$ cat src/hdl/cdll_pkg.sv
package cdll_pkg;

	localparam int WORD_W     = 32;
	localparam int STATUS_W   = 3;
	localparam int TYPE_W     = 8;
	localparam int ESIZE_W    = 16;
	localparam int VER_W      = 5;
	localparam int SLOT_W     = 6;
	localparam int OFF_W      = WORD_W + 1;
	localparam int CFG_IDX_W  = 2;
	localparam int DIV_CNT_W  = $clog2(WORD_W);

	localparam logic [WORD_W-1:0] IDENT_WORD    = 32'h5053_4249;
	localparam logic [WORD_W-1:0] VER_MIN       = 32'd6;
	localparam logic [WORD_W-1:0] VER_MAX       = 32'd22;
	localparam logic [WORD_W-1:0] VER_LAST_SLOT = 32'd18;
	localparam logic [OFF_W-1:0]  OFFSET_MAX    = 33'h1_FFFF_FFFF;

	localparam logic [CFG_IDX_W-1:0] CFG_WANTED_TYPE  = 2'd0;
	localparam logic [CFG_IDX_W-1:0] CFG_ELEMENT_SIZE = 2'd1;
	localparam logic [CFG_IDX_W-1:0] CFG_FILE_SIZE    = 2'd2;

	localparam logic [STATUS_W-1:0] STS_FOUND    = 3'd0;
	localparam logic [STATUS_W-1:0] STS_ABSENT   = 3'd1;
	localparam logic [STATUS_W-1:0] STS_BAD_HDR  = 3'd2;
	localparam logic [STATUS_W-1:0] STS_PAST_END = 3'd3;
	localparam logic [STATUS_W-1:0] STS_BAD_SIZE = 3'd4;

	typedef enum logic [2:0] {
		PH_WAIT_ID,
		PH_VERSION,
		PH_COUNT,
		PH_CHUNKS,
		PH_SLOTS,
		PH_DONE,
		PH_DIVIDE,
		PH_EMIT
	} cdll_state_t;

	typedef struct packed {
		logic                ld_version;
		logic                ld_slots;
		logic                ld_count;
		logic                half_first;
		logic                chunk_step;
		logic                slot_step;
		logic                div_start;
		logic                res_load;
		logic [STATUS_W-1:0] res_code;
		logic                out_load;
	} cdll_cmd_t;

	typedef struct packed {
		logic ident_ok;
		logic ver_bad;
		logic ver_chunked;
		logic ver_small;
		logic type_out;
		logic cnt_big;
		logic cnt_zero;
		logic second_half;
		logic type_match;
		logic slot_match;
		logic chunk_last;
		logic lump_zero;
		logic lump_past;
		logic esize_zero;
		logic div_done;
		logic rem_zero;
	} cdll_stat_t;

	// directory slot count of the older layouts, by version
	function automatic logic [SLOT_W-1:0] slot_count(input logic [VER_W-1:0] ver);
		logic [SLOT_W-1:0] n;
		case (ver) inside
			5'd6, 5'd7:      n = 6'd41;
			5'd8:            n = 6'd42;
			[5'd9:5'd12]:    n = 6'd43;
			[5'd13:5'd15]:   n = 6'd44;
			5'd16, 5'd17:    n = 6'd46;
			5'd18:           n = 6'd47;
			default:         n = 6'd41;
		endcase
		return n;
	endfunction

endpackage

$ cat src/hdl/cdll_ifs.sv
interface cdll_hdr_if;
	logic                      valid;
	logic                      ready;
	logic [cdll_pkg::WORD_W-1:0] header_word;
	logic                      first_word;

	modport source (output valid, output header_word, output first_word, input ready);
	modport sink   (input valid, input header_word, input first_word, output ready);
endinterface

interface cdll_loc_if;
	logic                        valid;
	logic                        ready;
	logic [cdll_pkg::STATUS_W-1:0] status;
	logic [cdll_pkg::WORD_W-1:0]   lump_offset;
	logic [cdll_pkg::WORD_W-1:0]   element_count;

	modport source (output valid, output status, output lump_offset, output element_count,
		input ready);
	modport sink   (input valid, input status, input lump_offset, input element_count,
		output ready);
endinterface

$ cat src/hdl/cdll_div.sv
module cdll_div (
	input  logic                           clk,
	input  logic                           arst_n,
	input  logic                           start,
	input  logic [cdll_pkg::WORD_W-1:0]    dividend,
	input  logic [cdll_pkg::ESIZE_W-1:0]   divisor,
	output logic                           done,
	output logic [cdll_pkg::WORD_W-1:0]    quotient,
	output logic                           rem_zero
);

	localparam logic [cdll_pkg::DIV_CNT_W-1:0] LAST_STEP =
		cdll_pkg::DIV_CNT_W'(cdll_pkg::WORD_W - 1);

	logic                            busy_q;
	logic                            done_q;
	logic [cdll_pkg::DIV_CNT_W-1:0]  cnt_q;
	logic [cdll_pkg::WORD_W-1:0]     quo_q;
	logic [cdll_pkg::ESIZE_W-1:0]    rem_q;
	logic [cdll_pkg::ESIZE_W-1:0]    dsr_q;
	logic [cdll_pkg::ESIZE_W:0]      rem_sh;
	logic [cdll_pkg::ESIZE_W:0]      rem_dif;
	logic                            fits;

	// restoring division, one quotient bit per cycle
	assign rem_sh  = {rem_q, quo_q[cdll_pkg::WORD_W-1]};
	assign fits    = rem_sh >= {1'b0, dsr_q};
	assign rem_dif = rem_sh - {1'b0, dsr_q};

	always_ff @(posedge clk or negedge arst_n) begin
		if (!arst_n) begin
			busy_q <= 1'b0;
			done_q <= 1'b0;
			cnt_q  <= '0;
		end else begin
			done_q <= busy_q && (cnt_q == LAST_STEP);
			if (start) begin
				busy_q <= 1'b1;
				cnt_q  <= '0;
			end else if (busy_q) begin
				cnt_q <= cnt_q + 1'b1;
				if (cnt_q == LAST_STEP)
					busy_q <= 1'b0;
			end
		end
	end

	always_ff @(posedge clk) begin
		if (start) begin
			quo_q <= dividend;
			rem_q <= '0;
			dsr_q <= divisor;
		end else if (busy_q) begin
			quo_q <= {quo_q[cdll_pkg::WORD_W-2:0], fits};
			rem_q <= fits ? rem_dif[cdll_pkg::ESIZE_W-1:0] : rem_sh[cdll_pkg::ESIZE_W-1:0];
		end
	end

	assign done     = done_q;
	assign quotient = quo_q;
	assign rem_zero = (rem_q == '0);

endmodule

$ cat src/hdl/cdll_dp.sv
module cdll_dp (
	input  logic                              clk,
	input  logic                              arst_n,
	input  logic                              cfg_we,
	input  logic [cdll_pkg::CFG_IDX_W-1:0]    cfg_index,
	input  logic [cdll_pkg::WORD_W-1:0]       cfg_wdata,
	input  logic [cdll_pkg::WORD_W-1:0]       word,
	input  cdll_pkg::cdll_cmd_t               cmd,
	output cdll_pkg::cdll_stat_t              stat,
	output logic [cdll_pkg::STATUS_W-1:0]     status,
	output logic [cdll_pkg::WORD_W-1:0]       lump_offset,
	output logic [cdll_pkg::WORD_W-1:0]       element_count
);

	localparam int W   = cdll_pkg::WORD_W;
	localparam int OW  = cdll_pkg::OFF_W;

	logic [cdll_pkg::TYPE_W-1:0]   wanted_q;
	logic [cdll_pkg::ESIZE_W-1:0]  esize_q;
	logic [W-1:0]                  fsize_q;

	logic [cdll_pkg::VER_W-1:0]    ver_q;
	logic [W-1:0]                  limit_q;
	logic [W-1:0]                  idx_q;
	logic                          second_q;
	logic [OW-1:0]                 run_q;
	logic [W-1:0]                  held_q;
	logic [OW-1:0]                 off_q;

	logic [cdll_pkg::STATUS_W-1:0] res_code_q;
	logic [W-1:0]                  res_off_q;
	logic [W-1:0]                  res_cnt_q;
	logic [cdll_pkg::STATUS_W-1:0] status_q;
	logic [W-1:0]                  offset_q;
	logic [W-1:0]                  count_q;

	logic [cdll_pkg::SLOT_W-1:0]   lim_v;
	logic [cdll_pkg::SLOT_W+2:0]   slot_bytes;
	logic [W+3:0]                  dir_bytes;
	logic                          chunked;
	logic [W-1:0]                  len_v;
	logic [OW-1:0]                 off_v;
	logic [OW:0]                   end_v;
	logic [W:0]                    idx_inc;
	logic [OW-1:0]                 round_len;
	logic [OW:0]                   run_sum;
	logic [OW-1:0]                 run_next;
	logic                          div_done;
	logic                          rem_zero;
	logic [W-1:0]                  quotient;

	always_ff @(posedge clk or negedge arst_n) begin
		if (!arst_n) begin
			wanted_q <= '0;
			esize_q  <= cdll_pkg::ESIZE_W'(1);
			fsize_q  <= '0;
		end else if (cfg_we) begin
			case (cfg_index)
				cdll_pkg::CFG_WANTED_TYPE:  wanted_q <= cfg_wdata[cdll_pkg::TYPE_W-1:0];
				cdll_pkg::CFG_ELEMENT_SIZE: esize_q  <= cfg_wdata[cdll_pkg::ESIZE_W-1:0];
				cdll_pkg::CFG_FILE_SIZE:    fsize_q  <= cfg_wdata;
				default: ;
			endcase
		end
	end

	assign lim_v      = cdll_pkg::slot_count(word[cdll_pkg::VER_W-1:0]);
	assign slot_bytes = {lim_v, 3'b000} + (cdll_pkg::SLOT_W+3)'(8);
	assign dir_bytes  = {1'b0, word, 3'b000} + (W+4)'(12);
	assign chunked    = {{(W-cdll_pkg::VER_W){1'b0}}, ver_q} > cdll_pkg::VER_LAST_SLOT;

	// lump fields: chunked layout gives the length now, slots give the offset now
	assign len_v   = chunked ? word : held_q;
	assign off_v   = chunked ? run_q : {1'b0, word};
	assign end_v   = {2'b00, len_v} + {1'b0, off_v};
	assign idx_inc = {1'b0, idx_q} + (W+1)'(1);

	assign round_len = ({1'b0, word} + OW'(3)) & ~OW'(3);
	assign run_sum   = {1'b0, run_q} + {1'b0, round_len};
	assign run_next  = (run_sum > {1'b0, cdll_pkg::OFFSET_MAX}) ?
		cdll_pkg::OFFSET_MAX : run_sum[OW-1:0];

	always_comb begin
		stat             = '0;
		stat.ident_ok    = (word == cdll_pkg::IDENT_WORD);
		stat.ver_bad     = (word < cdll_pkg::VER_MIN) || (word > cdll_pkg::VER_MAX);
		stat.ver_chunked = (word > cdll_pkg::VER_LAST_SLOT);
		stat.ver_small   = fsize_q < {{(W-cdll_pkg::SLOT_W-3){1'b0}}, slot_bytes};
		stat.type_out    = wanted_q >= {{(cdll_pkg::TYPE_W-cdll_pkg::SLOT_W){1'b0}}, lim_v};
		stat.cnt_big     = {4'b0000, fsize_q} < dir_bytes;
		stat.cnt_zero    = (word == '0);
		stat.second_half = second_q;
		stat.type_match  = held_q == {{(W-cdll_pkg::TYPE_W){1'b0}}, wanted_q};
		stat.slot_match  = idx_q == {{(W-cdll_pkg::TYPE_W){1'b0}}, wanted_q};
		stat.chunk_last  = idx_inc >= {1'b0, limit_q};
		stat.lump_zero   = (len_v == '0);
		stat.lump_past   = end_v > {2'b00, fsize_q};
		stat.esize_zero  = (esize_q == '0);
		stat.div_done    = div_done;
		stat.rem_zero    = rem_zero;
	end

	always_ff @(posedge clk or negedge arst_n) begin
		if (!arst_n) begin
			ver_q    <= '0;
			limit_q  <= '0;
			idx_q    <= '0;
			second_q <= 1'b0;
			run_q    <= '0;
			held_q   <= '0;
		end else begin
			if (cmd.ld_version)
				ver_q <= word[cdll_pkg::VER_W-1:0];
			if (cmd.ld_slots) begin
				limit_q  <= {{(W-cdll_pkg::SLOT_W){1'b0}}, lim_v};
				idx_q    <= '0;
				second_q <= 1'b0;
			end
			if (cmd.ld_count) begin
				limit_q  <= word;
				idx_q    <= '0;
				second_q <= 1'b0;
				run_q    <= dir_bytes[OW-1:0];
			end
			if (cmd.half_first) begin
				second_q <= 1'b1;
				if (chunked || stat.slot_match)
					held_q <= word;
			end
			if (cmd.chunk_step) begin
				second_q <= 1'b0;
				run_q    <= run_next;
				idx_q    <= idx_inc[W-1:0];
			end
			if (cmd.slot_step) begin
				second_q <= 1'b0;
				idx_q    <= idx_inc[W-1:0];
			end
			if (cmd.div_start)
				second_q <= 1'b0;
		end
	end

	always_ff @(posedge clk) begin
		if (cmd.div_start)
			off_q <= off_v;
		if (cmd.res_load) begin
			res_code_q <= cmd.res_code;
			res_off_q  <= (cmd.res_code == cdll_pkg::STS_FOUND) ? off_q[W-1:0] : '0;
			res_cnt_q  <= (cmd.res_code == cdll_pkg::STS_FOUND) ? quotient : '0;
		end
		if (cmd.out_load) begin
			status_q <= res_code_q;
			offset_q <= res_off_q;
			count_q  <= res_cnt_q;
		end
	end

	cdll_div u_div (
		.clk      (clk),
		.arst_n   (arst_n),
		.start    (cmd.div_start),
		.dividend (len_v),
		.divisor  (esize_q),
		.done     (div_done),
		.quotient (quotient),
		.rem_zero (rem_zero)
	);

	assign status        = status_q;
	assign lump_offset   = offset_q;
	assign element_count = count_q;

endmodule

$ cat src/hdl/cdll_ctrl.sv
module cdll_ctrl (
	input  logic                  clk,
	input  logic                  arst_n,
	input  logic                  hdr_valid,
	input  logic                  first_word,
	output logic                  hdr_ready,
	output logic                  loc_valid,
	input  logic                  loc_ready,
	input  cdll_pkg::cdll_stat_t  stat,
	output cdll_pkg::cdll_cmd_t   cmd
);

	cdll_pkg::cdll_state_t state_q, state_nxt;
	logic                  out_valid_q;
	logic                  out_free;
	logic                  acc;

	assign out_free  = !out_valid_q || loc_ready;
	assign hdr_ready = (state_q != cdll_pkg::PH_DIVIDE) && (state_q != cdll_pkg::PH_EMIT);
	assign acc       = hdr_valid && hdr_ready;
	assign loc_valid = out_valid_q;

	always_comb begin
		cmd = '0;
		cmd.res_code = cdll_pkg::STS_FOUND;
		case (state_q)
			cdll_pkg::PH_DIVIDE: begin
				if (stat.div_done) begin
					cmd.res_load = 1'b1;
					cmd.res_code = stat.rem_zero ? cdll_pkg::STS_FOUND : cdll_pkg::STS_BAD_SIZE;
				end
			end
			cdll_pkg::PH_EMIT: begin
				cmd.out_load = out_free;
			end
			default: begin
				if (acc && first_word) begin
					if (!stat.ident_ok) begin
						cmd.res_load = 1'b1;
						cmd.res_code = cdll_pkg::STS_BAD_HDR;
					end
				end else if (acc) begin
					case (state_q)
						cdll_pkg::PH_VERSION: begin
							if (stat.ver_bad) begin
								cmd.res_load = 1'b1;
								cmd.res_code = cdll_pkg::STS_BAD_HDR;
							end else begin
								cmd.ld_version = 1'b1;
								if (!stat.ver_chunked) begin
									if (stat.ver_small) begin
										cmd.res_load = 1'b1;
										cmd.res_code = cdll_pkg::STS_BAD_HDR;
									end else if (stat.type_out) begin
										cmd.res_load = 1'b1;
										cmd.res_code = cdll_pkg::STS_ABSENT;
									end else begin
										cmd.ld_slots = 1'b1;
									end
								end
							end
						end
						cdll_pkg::PH_COUNT: begin
							if (stat.cnt_big) begin
								cmd.res_load = 1'b1;
								cmd.res_code = cdll_pkg::STS_BAD_HDR;
							end else if (stat.cnt_zero) begin
								cmd.res_load = 1'b1;
								cmd.res_code = cdll_pkg::STS_ABSENT;
							end else begin
								cmd.ld_count = 1'b1;
							end
						end
						cdll_pkg::PH_CHUNKS, cdll_pkg::PH_SLOTS: begin
							if (!stat.second_half) begin
								cmd.half_first = 1'b1;
							end else if ((state_q == cdll_pkg::PH_CHUNKS) ? stat.type_match
								: stat.slot_match) begin
								// the entry is the wanted lump: bounds, then the element count
								if (stat.lump_zero) begin
									cmd.res_load = 1'b1;
									cmd.res_code = cdll_pkg::STS_ABSENT;
								end else if (stat.lump_past) begin
									cmd.res_load = 1'b1;
									cmd.res_code = cdll_pkg::STS_PAST_END;
								end else if (stat.esize_zero) begin
									cmd.res_load = 1'b1;
									cmd.res_code = cdll_pkg::STS_BAD_SIZE;
								end else begin
									cmd.div_start = 1'b1;
								end
							end else if (state_q == cdll_pkg::PH_CHUNKS) begin
								cmd.chunk_step = 1'b1;
								if (stat.chunk_last) begin
									cmd.res_load = 1'b1;
									cmd.res_code = cdll_pkg::STS_ABSENT;
								end
							end else begin
								cmd.slot_step = 1'b1;
							end
						end
						default: ;
					endcase
				end
			end
		endcase
	end

	always_comb begin
		state_nxt = state_q;
		case (state_q)
			cdll_pkg::PH_DIVIDE: begin
				if (stat.div_done)
					state_nxt = cdll_pkg::PH_EMIT;
			end
			cdll_pkg::PH_EMIT: begin
				if (out_free)
					state_nxt = cdll_pkg::PH_DONE;
			end
			default: begin
				if (acc) begin
					if (cmd.res_load)
						state_nxt = cdll_pkg::PH_EMIT;
					else if (cmd.div_start)
						state_nxt = cdll_pkg::PH_DIVIDE;
					else if (first_word)
						state_nxt = cdll_pkg::PH_VERSION;
					else if (cmd.ld_version && stat.ver_chunked)
						state_nxt = cdll_pkg::PH_COUNT;
					else if (cmd.ld_slots)
						state_nxt = cdll_pkg::PH_SLOTS;
					else if (cmd.ld_count)
						state_nxt = cdll_pkg::PH_CHUNKS;
				end
			end
		endcase
	end

	always_ff @(posedge clk or negedge arst_n) begin
		if (!arst_n) begin
			state_q     <= cdll_pkg::PH_WAIT_ID;
			out_valid_q <= 1'b0;
		end else begin
			state_q <= state_nxt;
			if (cmd.out_load)
				out_valid_q <= 1'b1;
			else if (loc_ready)
				out_valid_q <= 1'b0;
		end
	end

endmodule

$ cat src/hdl/chunk_directory_lump_locator_unit.sv
// Map header lump locator.
// hdr channel: header words in file order, one transfer per word; first_word marks
// the identifier word and restarts the parse at any point. loc channel: one result
// per parse (status, lump offset, element count); offset and count are zero unless
// the status is found. Words after a result are dropped until the next first_word.
// cfg port: wanted type, element size, file size; write only between parses.
// Throughput: one header word per cycle while hdr.ready is high. The transfer of a
// word that settles the result loads the result register and enters PH_EMIT, where
// hdr.ready is low; the output register takes the result once it is free, and loc.valid
// rises. A matched lump that passes the bounds and element size checks holds hdr.ready
// low in PH_DIVIDE while the element count comes from a bit-serial divider producing
// one quotient bit per cycle. The output register frees hdr while a result waits;
// beyond the states above, hdr.ready is low only while a new result is ready and the
// previous one has not been taken yet.
// Reset: clears the parse state and the output valid; registers return to wanted
// type 0, element size 1, file size 0.
module chunk_directory_lump_locator_unit (
	input  logic                           clk,
	input  logic                           arst_n,
	input  logic                           cfg_we,
	input  logic [cdll_pkg::CFG_IDX_W-1:0] cfg_index,
	input  logic [cdll_pkg::WORD_W-1:0]    cfg_wdata,
	cdll_hdr_if.sink                       hdr,
	cdll_loc_if.source                     loc
);

	cdll_pkg::cdll_cmd_t  cmd;
	cdll_pkg::cdll_stat_t stat;

	cdll_ctrl u_ctrl (
		.clk        (clk),
		.arst_n     (arst_n),
		.hdr_valid  (hdr.valid),
		.first_word (hdr.first_word),
		.hdr_ready  (hdr.ready),
		.loc_valid  (loc.valid),
		.loc_ready  (loc.ready),
		.stat       (stat),
		.cmd        (cmd)
	);

	cdll_dp u_dp (
		.clk           (clk),
		.arst_n        (arst_n),
		.cfg_we        (cfg_we),
		.cfg_index     (cfg_index),
		.cfg_wdata     (cfg_wdata),
		.word          (hdr.header_word),
		.cmd           (cmd),
		.stat          (stat),
		.status        (loc.status),
		.lump_offset   (loc.lump_offset),
		.element_count (loc.element_count)
	);

endmodule

$ cat src/flat_wrapper.sv
// flat-port wrapper written by rule: the top's interface ports become plain ports
module chunk_directory_lump_locator_unit_flat 
  (clk, arst_n, cfg_we, cfg_index, cfg_wdata, hdr_valid, hdr_header_word, hdr_first_word, hdr_ready, loc_valid, loc_status, loc_lump_offset, loc_element_count, loc_ready);
  cdll_hdr_if hdr_i ();
  cdll_loc_if loc_i ();
  input  logic clk;
  input  logic arst_n;
  input  logic cfg_we;
  input  logic [cdll_pkg::CFG_IDX_W-1:0] cfg_index;
  input  logic [cdll_pkg::WORD_W-1:0] cfg_wdata;
  input wire logic [$bits(hdr_i.valid)-1:0] hdr_valid;
  input wire logic [$bits(hdr_i.header_word)-1:0] hdr_header_word;
  input wire logic [$bits(hdr_i.first_word)-1:0] hdr_first_word;
  output wire logic [$bits(hdr_i.ready)-1:0] hdr_ready;
  output wire logic [$bits(loc_i.valid)-1:0] loc_valid;
  output wire logic [$bits(loc_i.status)-1:0] loc_status;
  output wire logic [$bits(loc_i.lump_offset)-1:0] loc_lump_offset;
  output wire logic [$bits(loc_i.element_count)-1:0] loc_element_count;
  input wire logic [$bits(loc_i.ready)-1:0] loc_ready;
  assign hdr_i.valid = hdr_valid;
  assign hdr_i.header_word = hdr_header_word;
  assign hdr_i.first_word = hdr_first_word;
  assign hdr_ready = hdr_i.ready;
  assign loc_valid = loc_i.valid;
  assign loc_status = loc_i.status;
  assign loc_lump_offset = loc_i.lump_offset;
  assign loc_element_count = loc_i.element_count;
  assign loc_i.ready = loc_ready;
  chunk_directory_lump_locator_unit u_core (.clk(clk), .arst_n(arst_n), .cfg_we(cfg_we), .cfg_index(cfg_index), .cfg_wdata(cfg_wdata), .hdr(hdr_i), .loc(loc_i));
endmodule
$ cat config.mk
export PLATFORM = sky130hd
export DESIGN_NAME = chunk_directory_lump_locator_unit_flat
export DESIGN_NICKNAME = d
export VERILOG_FILES = /design/src/hdl/cdll_pkg.sv /design/src/hdl/cdll_ifs.sv /design/src/hdl/cdll_div.sv /design/src/hdl/cdll_dp.sv /design/src/hdl/cdll_ctrl.sv /design/src/hdl/chunk_directory_lump_locator_unit.sv /design/src/flat_wrapper.sv
export SDC_FILE = /design/constraint.sdc
export NUM_CORES = 1
export LEC_CHECK = 0
export ABC_AREA = 1
export BUFFER_PORTS_ARGS = -buffer_cell sky130_fd_sc_hd__clkbuf_2
export CORE_UTILIZATION = 52
export CTS_CLUSTER_SIZE = 10
export DETAILED_ROUTE_END_ITERATION = 8
export GPL_TIMING_DRIVEN = 0
export PLACE_DENSITY = 0.69
export SYNTH_ARGS = -nofsm -noshare
export SYNTH_HDL_FRONTEND = slang
export SYNTH_HIERARCHICAL = 1
export SYNTH_SLANG_ARGS = --single-unit
$ cat constraint.sdc
create_clock -name clk -period 15.9 [get_ports clk]
set_clock_uncertainty 0.1 [all_clocks]
set_input_delay 1.59 -clock clk [delete_from_list [all_inputs] [get_ports clk]]
set_output_delay 1.59 -clock clk [all_outputs]
set_load 0.03 [all_outputs]
==> impl_metrics.xml, run 1 <==
<?xml version="1.0" encoding="UTF-8"?>
<metrics>
  <group name="die">
    <metric name="core_area" unit="µm²">52660</metric>
    <metric name="floorplan.die.height" unit="µm">233.0</metric>
    <metric name="die_w" unit="µm">233.0</metric>
    <metric name="starting_density_of_the_core" unit="">0.5271</metric>
    <metric name="placement_rows" unit="">84</metric>
    <metric name="top_level_ports" unit="">141</metric>
    <metric name="die_area" unit="µm²">54300</metric>
  </group>
  <group name="sta">
    <metric name="final_hold_viol_count" unit="">0</metric>
    <metric name="finalSetupViolCount" unit="">0</metric>
    <metric name="hold_ws" unit="ns">0.3022</metric>
    <metric name="period_needed" unit="ns">8.153</metric>
    <metric name="rsz0062_at_grt" unit="">false</metric>
    <metric name="final_sum_of_negative_setup_slack" unit="ns">0</metric>
    <metric name="max_slew_margin" unit="">0.2936</metric>
    <metric name="fin_ws" unit="ns">7.747</metric>
    <metric name="period_share" unit="">0.5128</metric>
    <metric name="fmax" unit="MHz">122.7</metric>
    <metric name="tightest_slew" unit="ns">1.048</metric>
    <metric name="report.final.slew_viol_count" unit="">0</metric>
  </group>
  <group name="route">
    <metric name="route.detailed.drc" unit="">0</metric>
    <metric name="drt_pre_antenna_iters" unit="">7</metric>
    <metric name="route.detailed.wl_per_inst" unit="µm">19.70</metric>
    <metric name="initialDrtViolationCount" unit="">2585</metric>
    <metric name="drtAntennaViolNets" unit="">0</metric>
    <metric name="dr_total_vias" unit="">24710</metric>
    <metric name="via_per_inst" unit="">5.554</metric>
    <metric name="route.final.wire_length" unit="mm">87.62</metric>
  </group>
  <group name="setup_path">
    <metric name="critPathMaxFanout" unit="">44</metric>
    <metric name="regToRegStartpoint" unit="">u_core/u_dp/ver_q[3]</metric>
    <metric name="critical_path.startpoint" unit="">hdr_header_word[4]</metric>
    <metric name="reg2reg_to" unit="">u_core/u_dp/u_div/quotient[13]</metric>
    <metric name="critical_path_end_type" unit="">register</metric>
    <metric name="setup.worst_path.class" unit="">in2reg</metric>
    <metric name="r2r_slack" unit="ns">8.01</metric>
    <metric name="critical-path-slowest-cell" unit="">sky130_fd_sc_hd__o21ai_0</metric>
    <metric name="worstPathArrival" unit="ns">8.41</metric>
    <metric name="timing.critical_path.from_type" unit="">primary input</metric>
    <metric name="critical_path_required" unit="ns">16.16</metric>
    <metric name="ff2ff_path_depth" unit="">40</metric>
    <metric name="critPathMaxStageDelay" unit="ns">0.78</metric>
    <metric name="critPathMostFrequentCell" unit="">sky130_fd_sc_hd__nand2_1</metric>
  </group>
  <group name="yosys">
    <metric name="synth-async-reset-ratio" unit="">0.4664</metric>
    <metric name="register_area_share_after_synthesis" unit="">0.4244</metric>
    <metric name="syn-num-nets" unit="">3791</metric>
    <metric name="most_used_flip_flop_cell_after_synthesis" unit="">sky130_fd_sc_hd__edfxtp_1</metric>
    <metric name="synth.cell_area" unit="µm²">27750</metric>
    <metric name="ys_ff_latch" unit="">431</metric>
    <metric name="library_cells_used_by_synthesis" unit="">70</metric>
    <metric name="per_instance_average_area_after_synthesis" unit="µm²">7.871</metric>
    <metric name="synthesis.instances" unit="">3526</metric>
    <metric name="synth_top_cells_by_area" unit="">sky130_fd_sc_hd__edfxtp_1 (23%), sky130_fd_sc_hd__dfrtp_1 (18%), sky130_fd_sc_hd__nand2_1 (13%)</metric>
    <metric name="synth.top_cell.area_share" unit="">0.2315</metric>
    <metric name="yosysWarningCount" unit="">6</metric>
    <metric name="synth_area_leader_cell" unit="">sky130_fd_sc_hd__edfxtp_1</metric>
    <metric name="synth_edf_count" unit="">214</metric>
  </group>
  <group name="grt">
    <metric name="antenna_found_initial" unit="">1</metric>
    <metric name="first_global_vias" unit="">23060</metric>
    <metric name="grt.overflow.total" unit="">0</metric>
    <metric name="track_usage" unit="">0.3260</metric>
    <metric name="grt_pass1_wl" unit="mm">133.5</metric>
    <metric name="grt_max_degree" unit="">105</metric>
  </group>
  <group name="layout">
    <metric name="area_delta_synth_final" unit="%">11.99</metric>
    <metric name="num-nets-final" unit="">3982</metric>
    <metric name="share_of_final_layout_standard_cells_stronger_than_drive_strength_1" unit="">0.09021</metric>
  </group>
  <group name="cts">
    <metric name="ctsLongestPathBuffers" unit="">3</metric>
    <metric name="cts-root-buf" unit="">sky130_fd_sc_hd__clkbuf_16</metric>
    <metric name="cts_hold_repair.buffers" unit="">0</metric>
    <metric name="cts_h_tree_depth" unit="">2</metric>
    <metric name="post_cts_resized" unit="">0</metric>
    <metric name="cts_inserted_buffers" unit="">52</metric>
    <metric name="clock_tree_from_tritoncts" unit="">yes</metric>
    <metric name="worstSkewPairLatency" unit="ns">0.63</metric>
    <metric name="clock_sinks" unit="">431</metric>
    <metric name="cts_setup_buffers" unit="">0</metric>
    <metric name="clk_pin_slew" unit="ns">0.05</metric>
  </group>
  <group name="place">
    <metric name="gpl.final_weighted_congestion" unit="">1.025</metric>
    <metric name="dp_hpwl" unit="mm">70.05</metric>
    <metric name="placement.setup.worst_slack" unit="ns">7.241</metric>
    <metric name="io_buffer_count" unit="">132</metric>
  </group>
  <group name="job">
    <metric name="maxCapViolations" unit="">0</metric>
  </group>
  <group name="power">
    <metric name="power_leakage" unit="nW">15.27</metric>
    <metric name="power_density" unit="nW/µm²">122.6</metric>
    <metric name="vdd_ir_drop_max" unit="µV">85.88</metric>
  </group>
  <group name="hold_path">
    <metric name="startpoint_of_the_most_critical_hold_path" unit="">u_core/u_dp/res_off_q[1]</metric>
    <metric name="whs_path_depth" unit="">0</metric>
    <metric name="worstHoldEndpoint" unit="">u_core/u_dp/lump_offset[1]</metric>
    <metric name="timing.hold.worst.class" unit="">reg2reg</metric>
  </group>
  <group name="status">
    <metric name="run_status" unit="">complete, no violations</metric>
  </group>
</metrics>
==> routing by layer <==
layer	vias to the layer above	track usage	wire length, µm
li1	11950	-	-
met2	1037	0.5065	38600
met5	-	0	0
met3	253	0.05527	6988
met1	11460	0.4337	36810
met4	0	0.1763	5221
==> synth_stat cells, drive strengths merged, types with 2 or more instances <==
cell	count
nand2	949
inv	535
nor2	332
o21ai	247
edfxtp	214
dfrtp	200
ha	190
nand3	164
a21oi	148
xor2	104
nor3	68
nand4	60
clkbuf	54
o22ai	51
nor4	38
buf	32
xnor2	20
dfxtp	16
o21bai	12
a21o	9
nand3b	9
or2	8
a211oi	7
a31oi	7
clkinv	6
o211ai	6
o21a	4
a21boi	3
a22o	3
and2	3
fa	3
nor3b	3
o221ai	3
a22oi	2
a41oi	2
o31ai	2
or4	2
==> stage by stage <==
step | cell area (µm²) | cells | utilization | total power, mW
3_5_place_dp | 29420 | 4351 | 0.5586 | 2.661
6_report | 31080 | 4448 | 0.5903 | 3.811
5_1_grt | 31080 | 4447 | 0.5902 | 4.020
3_3_place_gp | 29280 | 4346 | 0.5560 | 2.641
4_1_cts | 31080 | 4446 | 0.5902 | 3.811
2_1_floorplan | 27750 | 3526 | - | 2.290
==> cells in the final DEF, fill, tap and decap left out, types with 51 or more instances in the layout <==
cell type,synthesis,routed
sky130_fd_sc_hd__xor2_1,102,102
sky130_fd_sc_hd__dfrtp_1,200,200
sky130_fd_sc_hd__o21ai_0,231,231
sky130_fd_sc_hd__ha_1,190,190
sky130_fd_sc_hd__nor3_1,62,62
sky130_fd_sc_hd__a21oi_1,146,146
sky130_fd_sc_hd__clkbuf_16,0,52
sky130_fd_sc_hd__clkbuf_1,51,78
sky130_fd_sc_hd__nand4_1,60,60
sky130_fd_sc_hd__nor2_1,303,302
sky130_fd_sc_hd__o22ai_1,51,51
sky130_fd_sc_hd__inv_1,523,522
sky130_fd_sc_hd__clkbuf_2,2,134
sky130_fd_sc_hd__nand2_1,925,924
sky130_fd_sc_hd__nand3_1,155,155
sky130_fd_sc_hd__edfxtp_1,214,214
==> kinds of logic (layout without fill, tap and decap cells) <==
kind of cell / after synthesis / in the layout / share of synthesized area
xor+xnor: 124 / 124 / 0.03967
fa+ha+maj: 193 / 193 / 0.08782
buf+inv: 627 / 859 / 0.08872
compound gates: 513 / 513 / 0.1021
simple gates: 1638 / 1638 / 0.2573
other cells: 0 / 2 / 0
flops: 431 / 431 / 0.4244
==> worst max path at each step <==
stage	slack (ns)	depth (start not counted)	end
after floorplan	7.97	34	u_core/u_dp/u_div/quotient[0]
after global placement	5.01	34	u_core/u_dp/u_div/quotient[15]
after detailed placement	7.24	33	u_core/u_dp/res_off_q[22]
after CTS	7.86	33	u_core/u_dp/res_off_q[22]
after global routing	7.40	33	u_core/u_dp/res_off_q[22]
final	7.75	36	u_core/u_dp/u_div/quotient[13]
==> area by class of cell <==
cell class,count,area [µm²]
Clock buffer,86,1489
Tap cell,688,860.8
Sequential cell,431,11780
Clock inverter,9,172.7
Antenna cell,2,5.005
Timing Repair Buffer,137,784.5
Inverter,541,2036
Fill cell,4816,21570
Buffer,86,427.9
Multi-Input combinational cell,2468,13530
==> critical path, delay by kind of cell <==
family	cells	cell delay (ns)
compound gates	3	1.49
xor+xnor	1	0.38
fa+ha+maj	2	0.63
buf+inv	10	1.68
simple gates	20	2.56
==> where the power goes <==
| part | internal (mW) | switching [mW] |
|---|---|---|
| Clock | 0.674 | 0.472 |
| Sequential | 1.38 | 0.166 |
| Combinational | 0.355 | 0.767 |
| Total | 2.41 | 1.41 |
Note: power is estimated with default switching activity, not from simulation.
==> inputs of run 2 (changes only) <==
--- a/config.mk
+++ b/config.mk
@@ -11,7 +11,7 @@
 export CTS_CLUSTER_SIZE = 10
 export DETAILED_ROUTE_END_ITERATION = 8
 export GPL_TIMING_DRIVEN = 0
-export PLACE_DENSITY = 0.69
+export PLACE_DENSITY = 0.72
 export SYNTH_ARGS = -nofsm -noshare
 export SYNTH_HDL_FRONTEND = slang
 export SYNTH_HIERARCHICAL = 1
==> constraint.sdc (replaced) <==
create_clock -name clk -period 7.5 [get_ports clk]
set_clock_uncertainty 0.1 [all_clocks]
set_input_delay 0.75 -clock clk [delete_from_list [all_inputs] [get_ports clk]]
set_output_delay 0.75 -clock clk [all_outputs]
set_load 0.03 [all_outputs]
==> run 2 against run 1 <==
  * Via count increased by 0.54%
  * Flip-flop and latch count unchanged
  * Register-to-register slack got worse by 7.5 ns
  * Critical endpoint is now u_core/u_dp/u_div/quotient[14]
  * Clock power increased by 110%
  * Worst hold slack got worse by 0.015 ns
  * Sequential share of layout area about the same
==> impl_metrics.xml, run 2 (same netlist as run 1, synthesis figures left out) <==
<?xml version="1.0" encoding="UTF-8"?>
<metrics>
  <group name="status">
    <metric name="run_status" unit="">complete, no violations</metric>
  </group>
  <group name="cts">
    <metric name="cts_inserted_buffers" unit="">52</metric>
    <metric name="cts_h_tree_depth" unit="">2</metric>
    <metric name="clk_pin_slew" unit="ns">0.06</metric>
    <metric name="cts_setup_buffers" unit="">0</metric>
    <metric name="clock_sinks" unit="">431</metric>
    <metric name="worstSkewPairLatency" unit="ns">0.62</metric>
    <metric name="clock_tree_from_tritoncts" unit="">yes</metric>
    <metric name="cts-root-buf" unit="">sky130_fd_sc_hd__clkbuf_16</metric>
    <metric name="ctsLongestPathBuffers" unit="">3</metric>
  </group>
  <group name="die">
    <metric name="die_area" unit="µm²">54300</metric>
    <metric name="top_level_ports" unit="">141</metric>
    <metric name="floorplan.die.height" unit="µm">233.0</metric>
    <metric name="die_w" unit="µm">233.0</metric>
    <metric name="starting_density_of_the_core" unit="">0.5271</metric>
    <metric name="placement_rows" unit="">84</metric>
    <metric name="core_area" unit="µm²">52660</metric>
  </group>
  <group name="sta">
    <metric name="tightest_slew" unit="ns">1.101</metric>
    <metric name="hold_ws" unit="ns">0.2873</metric>
    <metric name="period_needed" unit="ns">7.015</metric>
    <metric name="rsz0062_at_grt" unit="">false</metric>
    <metric name="max_slew_margin" unit="">0.2580</metric>
    <metric name="period_share" unit="">0.9353</metric>
    <metric name="report.final.slew_viol_count" unit="">0</metric>
    <metric name="finalSetupViolCount" unit="">0</metric>
    <metric name="final_hold_viol_count" unit="">0</metric>
    <metric name="fmax" unit="MHz">142.6</metric>
  </group>
  <group name="route">
    <metric name="initialDrtViolationCount" unit="">2451</metric>
    <metric name="route.detailed.wl_per_inst" unit="µm">19.95</metric>
    <metric name="drtAntennaViolNets" unit="">0</metric>
    <metric name="drt_pre_antenna_iters" unit="">6</metric>
    <metric name="dr_total_vias" unit="">24840</metric>
    <metric name="route.detailed.drc" unit="">0</metric>
    <metric name="via_per_inst" unit="">5.588</metric>
    <metric name="route.final.wire_length" unit="mm">88.67</metric>
  </group>
  <group name="power">
    <metric name="power_leakage" unit="nW">15.27</metric>
    <metric name="power_density" unit="nW/µm²">260.1</metric>
    <metric name="vdd_ir_drop_max" unit="µV">211.7</metric>
  </group>
  <group name="setup_path">
    <metric name="worstPathArrival" unit="ns">7.20</metric>
    <metric name="critical-path-slowest-cell" unit="">sky130_fd_sc_hd__o21ai_0</metric>
    <metric name="critical_path_required" unit="ns">7.69</metric>
    <metric name="critPathTopFamily" unit="">simple AND/OR/NAND/NOR gates</metric>
    <metric name="critPathMaxStageDelay" unit="ns">0.86</metric>
    <metric name="critPathMostFrequentCell" unit="">sky130_fd_sc_hd__nand2_1</metric>
    <metric name="critical_path_end_type" unit="">register</metric>
    <metric name="setup.worst_path.class" unit="">reg2reg</metric>
    <metric name="worst-path-buf-inv" unit="">10</metric>
    <metric name="critPathMaxFanout" unit="">54</metric>
    <metric name="timing.critical_path.from_type" unit="">register</metric>
  </group>
  <group name="place">
    <metric name="dp_hpwl" unit="mm">71.18</metric>
    <metric name="placedCellCount" unit="">4351</metric>
    <metric name="io_buffer_count" unit="">132</metric>
    <metric name="placed_inst_area" unit="µm²">29420</metric>
    <metric name="gpl.final_weighted_congestion" unit="">1.026</metric>
  </group>
  <group name="grt">
    <metric name="antenna_found_initial" unit="">0</metric>
    <metric name="grt.overflow.total" unit="">0</metric>
    <metric name="grt_max_degree" unit="">95</metric>
    <metric name="track_usage" unit="">0.3283</metric>
    <metric name="first_global_vias" unit="">22950</metric>
    <metric name="grt_pass1_wl" unit="mm">134.4</metric>
  </group>
  <group name="layout">
    <metric name="area_delta_synth_final" unit="%">12.00</metric>
    <metric name="finish.cell_count_without_fillers" unit="">4445</metric>
    <metric name="finalInstanceArea" unit="µm²">31080</metric>
    <metric name="most-common-layout-cells" unit="">sky130_fd_sc_hd__nand2_1 (924), sky130_fd_sc_hd__inv_1 (522), sky130_fd_sc_hd__nor2_1 (302)</metric>
    <metric name="share_of_final_layout_standard_cells_stronger_than_drive_strength_1" unit="">0.09263</metric>
    <metric name="layout_commonest_cell" unit="">sky130_fd_sc_hd__nand2_1</metric>
    <metric name="num_antenna_cells" unit="">0</metric>
    <metric name="postLayoutCoreUtil" unit="">0.5903</metric>
    <metric name="num-nets-final" unit="">3981</metric>
  </group>
  <group name="job">
    <metric name="maxCapViolations" unit="">0</metric>
  </group>
  <group name="hold_path">
    <metric name="timing.hold.worst.class" unit="">in2reg</metric>
  </group>
</metrics>
[run 2: power breakdown]
group | switching (mW) | internal [mW] | total [mW]
Combinational | 1.63 | 0.755 | 2.39
Clock | 1.01 | 1.42 | 2.42
Sequential | 0.356 | 2.92 | 3.27
Total | 2.99 | 5.09 | 8.09
[run 2: what timing repair did]
action                                  CTS  global route
hold buffers                              1             0
resized for setup                         1            34
hold endpoints to repair                 35             0
endpoints found under the setup margin   50           144
[run 2: cell type report]
type                       count  area (µm²)
fill                        4853       21570
clock buffer                  86        1480
tap                          688       860.8
buffer                        84       426.7
timing repair buffer         138       794.5
clock inverter                 9       153.9
multi-input combinational   2468       13560
inverter                     541        2036
sequential                   431       11780
[run 2: metrics by stage]
stage,TNS [ns],worst slack (ns),power (mW)
3_3_place_gp,-192.94,-2.358,5.609
6_report,0,0.4854,8.086
5_1_grt,0,0.07381,8.511
3_5_place_dp,-1.477,-0.04604,5.648
4_1_cts,0,0.006002,8.081
2_1_floorplan,0,0.4066,4.855
[run 2: path summary, 6_finish.rpt]
check / startpoint / endpoint / slack, ns / cells after the start
max in group asynchronous: arst_n / u_core/u_dp/esize_q[10] / 5.50 / 4
worst min-delay path: cfg_wdata[24] / u_core/u_dp/fsize_q[24] / 0.29 / 3
worst max register to register: u_core/u_dp/ver_q[1] / u_core/u_dp/u_div/quotient[14] / 0.49 / 37
min in group asynchronous: arst_n / u_core/u_ctrl/loc_valid / 0.50 / 2
worst min register to register: u_core/u_dp/res_off_q[0] / u_core/u_dp/lump_offset[0] / 0.31 / 0
worst max-delay path: u_core/u_dp/ver_q[1] / u_core/u_dp/u_div/quotient[14] / 0.49 / 37
[run 2: worst reg2reg max path: cells and delay by family (launching register included)]
family                     cells  cell delay [ns]
and+or+nand+nor               18             1.95
AOI/OAI and AO/OA              6             1.71
buffers and inverters         10             1.60
adders and majority gates      2             0.70
DFF                            1             0.32
xor gates and xnor gates       1             0.29
[run 2: layer usage]
metal	GRT usage	vias to the layer above	share of wire
li1	-	11970	-
met4	0.1761	0	0.056
met3	0.04154	225	0.076
met2	0.5183	1101	0.45
met5	0	-	0
met1	0.4391	11550	0.42
